==> src/rtl/tcps_pkg.sv <==
`timescale 1ns / 1ps

package tcps_pkg;

    // Field widths
    localparam int CHAR_W  = 8;
    localparam int ATTR_W  = 8;
    localparam int IDX_W   = 11;
    localparam int CELL_W  = CHAR_W + ATTR_W;

    // Register port
    localparam int PADDR_W   = 3;
    localparam int PDATA_W   = 32;
    localparam int REG_IDX_W = PADDR_W - 2;

    localparam logic [REG_IDX_W-1:0] REG_TEXT_ATTR = 1'b0;

    // Cell and character codes
    localparam logic [CELL_W-1:0] BLANK_CELL   = 16'h0F20;
    localparam logic [CHAR_W-1:0] NEWLINE_CODE = 8'h0A;
    localparam logic [ATTR_W-1:0] ATTR_RESET   = 8'h0F;

    // Action codes
    localparam logic ACT_PUT  = 1'b0;
    localparam logic ACT_READ = 1'b1;

    typedef enum logic [2:0] {
        ST_CLEAR,
        ST_IDLE,
        ST_EXEC,
        ST_RWAIT,
        ST_BLANK
    } ctl_state_t;

endpackage

==> src/rtl/tcps_regs.sv <==
`timescale 1ns / 1ps

module tcps_regs (
    input  logic                         clk,
    input  logic                         rst_n,
    input  logic                         psel,
    input  logic                         penable,
    input  logic                         pwrite,
    input  logic [tcps_pkg::PADDR_W-1:0] paddr,
    input  logic [tcps_pkg::PDATA_W-1:0] pwdata,
    output logic [tcps_pkg::PDATA_W-1:0] prdata,
    output logic                         pready,
    output logic [tcps_pkg::ATTR_W-1:0]  text_attr
);
    import tcps_pkg::*;

    logic [ATTR_W-1:0]    attr_reg;
    logic [REG_IDX_W-1:0] reg_idx;
    logic                 wr_attr;

    assign reg_idx = paddr[PADDR_W-1:2];
    assign wr_attr = psel && penable && pwrite && (reg_idx == REG_TEXT_ATTR);

    always_ff @(posedge clk or negedge rst_n)
    begin
        if (!rst_n)
        begin
            attr_reg <= ATTR_RESET;
        end
        else if (wr_attr)
        begin
            attr_reg <= pwdata[ATTR_W-1:0];
        end
    end

    always_comb
    begin
        prdata = '0;
        if (reg_idx == REG_TEXT_ATTR)
        begin
            prdata = {(PDATA_W-ATTR_W)'(0), attr_reg};
        end
    end

    assign pready    = 1'b1;
    assign text_attr = attr_reg;

endmodule

==> config.mk <==
export PLATFORM = sky130hd
export DESIGN_NAME = tcps_regs
export DESIGN_NICKNAME = d
export VERILOG_FILES = /design/src/rtl/tcps_pkg.sv /design/src/rtl/tcps_regs.sv
export SDC_FILE = /design/constraint.sdc
export NUM_CORES = 1
export LEC_CHECK = 0
export BUFFER_PORTS_ARGS = -buffer_cell sky130_fd_sc_hd__buf_2
export CORE_UTILIZATION = 32
export DETAILED_ROUTE_END_ITERATION = 8
export PLACE_DENSITY_LB_ADDON = 0.3
export SLEW_MARGIN = 20
export SYNTH_ARGS = -nofsm -noshare
export SYNTH_HDL_FRONTEND = slang
export SYNTH_SLANG_ARGS = --single-unit
==> constraint.sdc <==
create_clock -name clk -period 1.78 [get_ports clk]
set_input_delay 0.445 -clock clk [delete_from_list [all_inputs] [get_ports clk]]
set_output_delay 0.445 -clock clk [all_outputs]
set_load 0.1 [all_outputs]
==> flow_summary.toml <==
[clocking]
clockBufferDepth = 2
cts_made_buffers = 3
ctsHoldBuffers = 0
cts_setup_buffers = 0
ctsResizeCount = 0
clock_latency_ps = 240
cts_sinks = 8
cts_max_level = 1
path_clk_slew_ps = 50
clockRootBuffer = "clkbuf_4"
cts_tree = "yes"

[timing]
setup-violations-final = 0
fmax_ghz = 0.607
clock_skew_ps = 0
setup-tns-final_ps = 0
rsz0062_at_grt = "false"
timing.final.crit_share_pct = 92.6
drv_slew = 0
post-route-min-period_ps = 1650
final_hold_viol_count = 0

[grt]
grt_first_pass_wirelength_um = 1410
overflow = 0
antenna_found_initial = 0
grt_usage_pct = 10.3
grt_pass1_vias = 321
grt_max_degree = 10

[yosys]
synth.distinct_cells = 7
syn_area_per_cell_um2 = 11.2
netlist_instances = 52
syn_area_um2 = 584
yosysTopAreaCell = "buf_4"
synth_top_area_share_pct = 32.1
synth-seq-cells = 8
yosysWarnings = 0
synth.area.top_cells = "buf_4 32%, dfstp_2 18%, dfrtp_1 17%, mux2_2 15%, and2b_2 12%"
yosysSeqAreaShare_pct = 35.1

[floorplanning]
ioPinCount = 81
core_area_um2 = 1730
die_y_um = 44.7
initial_core_util_pct = 33.8
rows = 15
dieArea_um2 = 2000
die_x_um = 44.7

[worst_setup_path]
cp-start-kind = "register"
critPathRequiredTime_ps = 1330
cp_max_fo = 3
cp_slowest_cell = "dfstp_2"
crit_arrival_ps = 1200
crit_chain = "buf_2"
slowest_delay_ps = 530
timing.critical_path.buf_inv = 1
cp-end-kind = "output pin"
path_delay_family = "flip-flops"
path_class = "register to output pin"

[status]
outcome = "finished clean"

[place]
port-buffer-count = 29
dp_hpwl_um = 735
gp_congestion = 0.592

[final_layout]
drive_gt1_share_pct = 69.5
syn2layout_area_growth_pct = 39.0
nets = 124
diodes = 0
largest_register_ffs = 8
fillers = 173

[power_and_ir_drop]
switching_share_pct = 63.0
total_power_uw = 1360
p_seq_share_pct = 19.4
peakVddDrop_mv = 0.661
p_int_uw = 505
p_clk_share_pct = 9.8
power_density_nw_per_um2 = 1680
power_frac_comb_pct = 70.8
p_sw_uw = 860
p_leak_uw = 0.000424

[route]
ant_nets = 0
vias_per_cell = 3.64
drtPass1Iterations = 4
wl_per_cell_um = 8.57
drc = 0
routed_wl_um = 917
drtIter0Drc = 3
vias = 389

[job]
cap_violations = 0

[hold_path]
hp-class = "primary input to asynchronous set/reset pin"
[cell type report]
type | instances | area [µm²] | share of cell area (%)
multi-input cells | 42 | 283 | 34.8
repair buffers | 29 | 265 | 32.7
clock buffers | 3 | 22.5 | 2.77
well taps | 25 | 31.3 | 3.85
flip-flops and latches | 8 | 210 | 25.9
[logic make-up (layout without fill, tap and decap cells)]
logic type             Yosys count  in the layout  share of synthesized area (%)
other                            2             25                           1.29
DFF                              8              8                           35.1
muxes                            8              8                           15.4
buffers and inverters           25             32                           32.1
and+or+nand+nor                  9              9                           16.1
[power by group through the flow]
stage	clock network, µW	logic (µW)	registers (µW)
after floorplan	0	526	573
final	134	966	265
after detailed placement	0	969	269
after global routing	152	987	274
after global placement	0	965	266
after CTS	146	970	267
[cells in the mapped netlist (all sizes together)]
library cell / n
and2b: 8
buf: 25
conb: 2
dfrtp: 4
dfstp: 4
mux2: 8
nand4b: 1
[through the flow]
step	setup WS, ps	instance area [µm²]	hold WS (ps)	utilization [%]	instances
floorplan	43.2	681	149	-	75
global placement	293	790	303	45.7	104
detailed placement	288	790	303	45.7	104
CTS	112	812	26.1	47.0	107
global route	91.9	812	40.5	47.0	107
finish	133	812	32.4	47.0	107
[placed cells by master, fill, tap and decap left out]
cell type / n
conb_1: 25
buf_2: 21
mux2_2: 8
buf_12: 8
and2b_2: 4
and2b_4: 4
dfstp_2: 4
dfrtp_2: 4
clkbuf_4: 3
nand4b_4: 1
[per-layer routing]
layer | vias up | wire length (µm) | GRT usage (%) | share of wire [%]
met5 | - | 0 | 0 | 0
li1 | 176 | - | - | -
met2 | 33 | 448 | 15.6 | 49
met4 | 0 | 0 | 3.64 | 0
met1 | 180 | 356 | 12.0 | 39
met3 | 0 | 113 | 6.00 | 12
[path summary, 6_finish.rpt]
check	slack (ps)	end	cells past startpoint	startpoint
hold reg to reg	520	text_attr[5]	1	text_attr[5]
min in group clk	420	text_attr[7]	2	pwdata[7]
hold / removal	30	text_attr[6]	1	rst_n
max in group asynchronous	1510	text_attr[0]	1	rst_n
setup reg to reg	1010	text_attr[4]	1	text_attr[4]
setup / recovery	130	text_attr[1]	1	text_attr[1]
(Power assumes the default switching activity.)
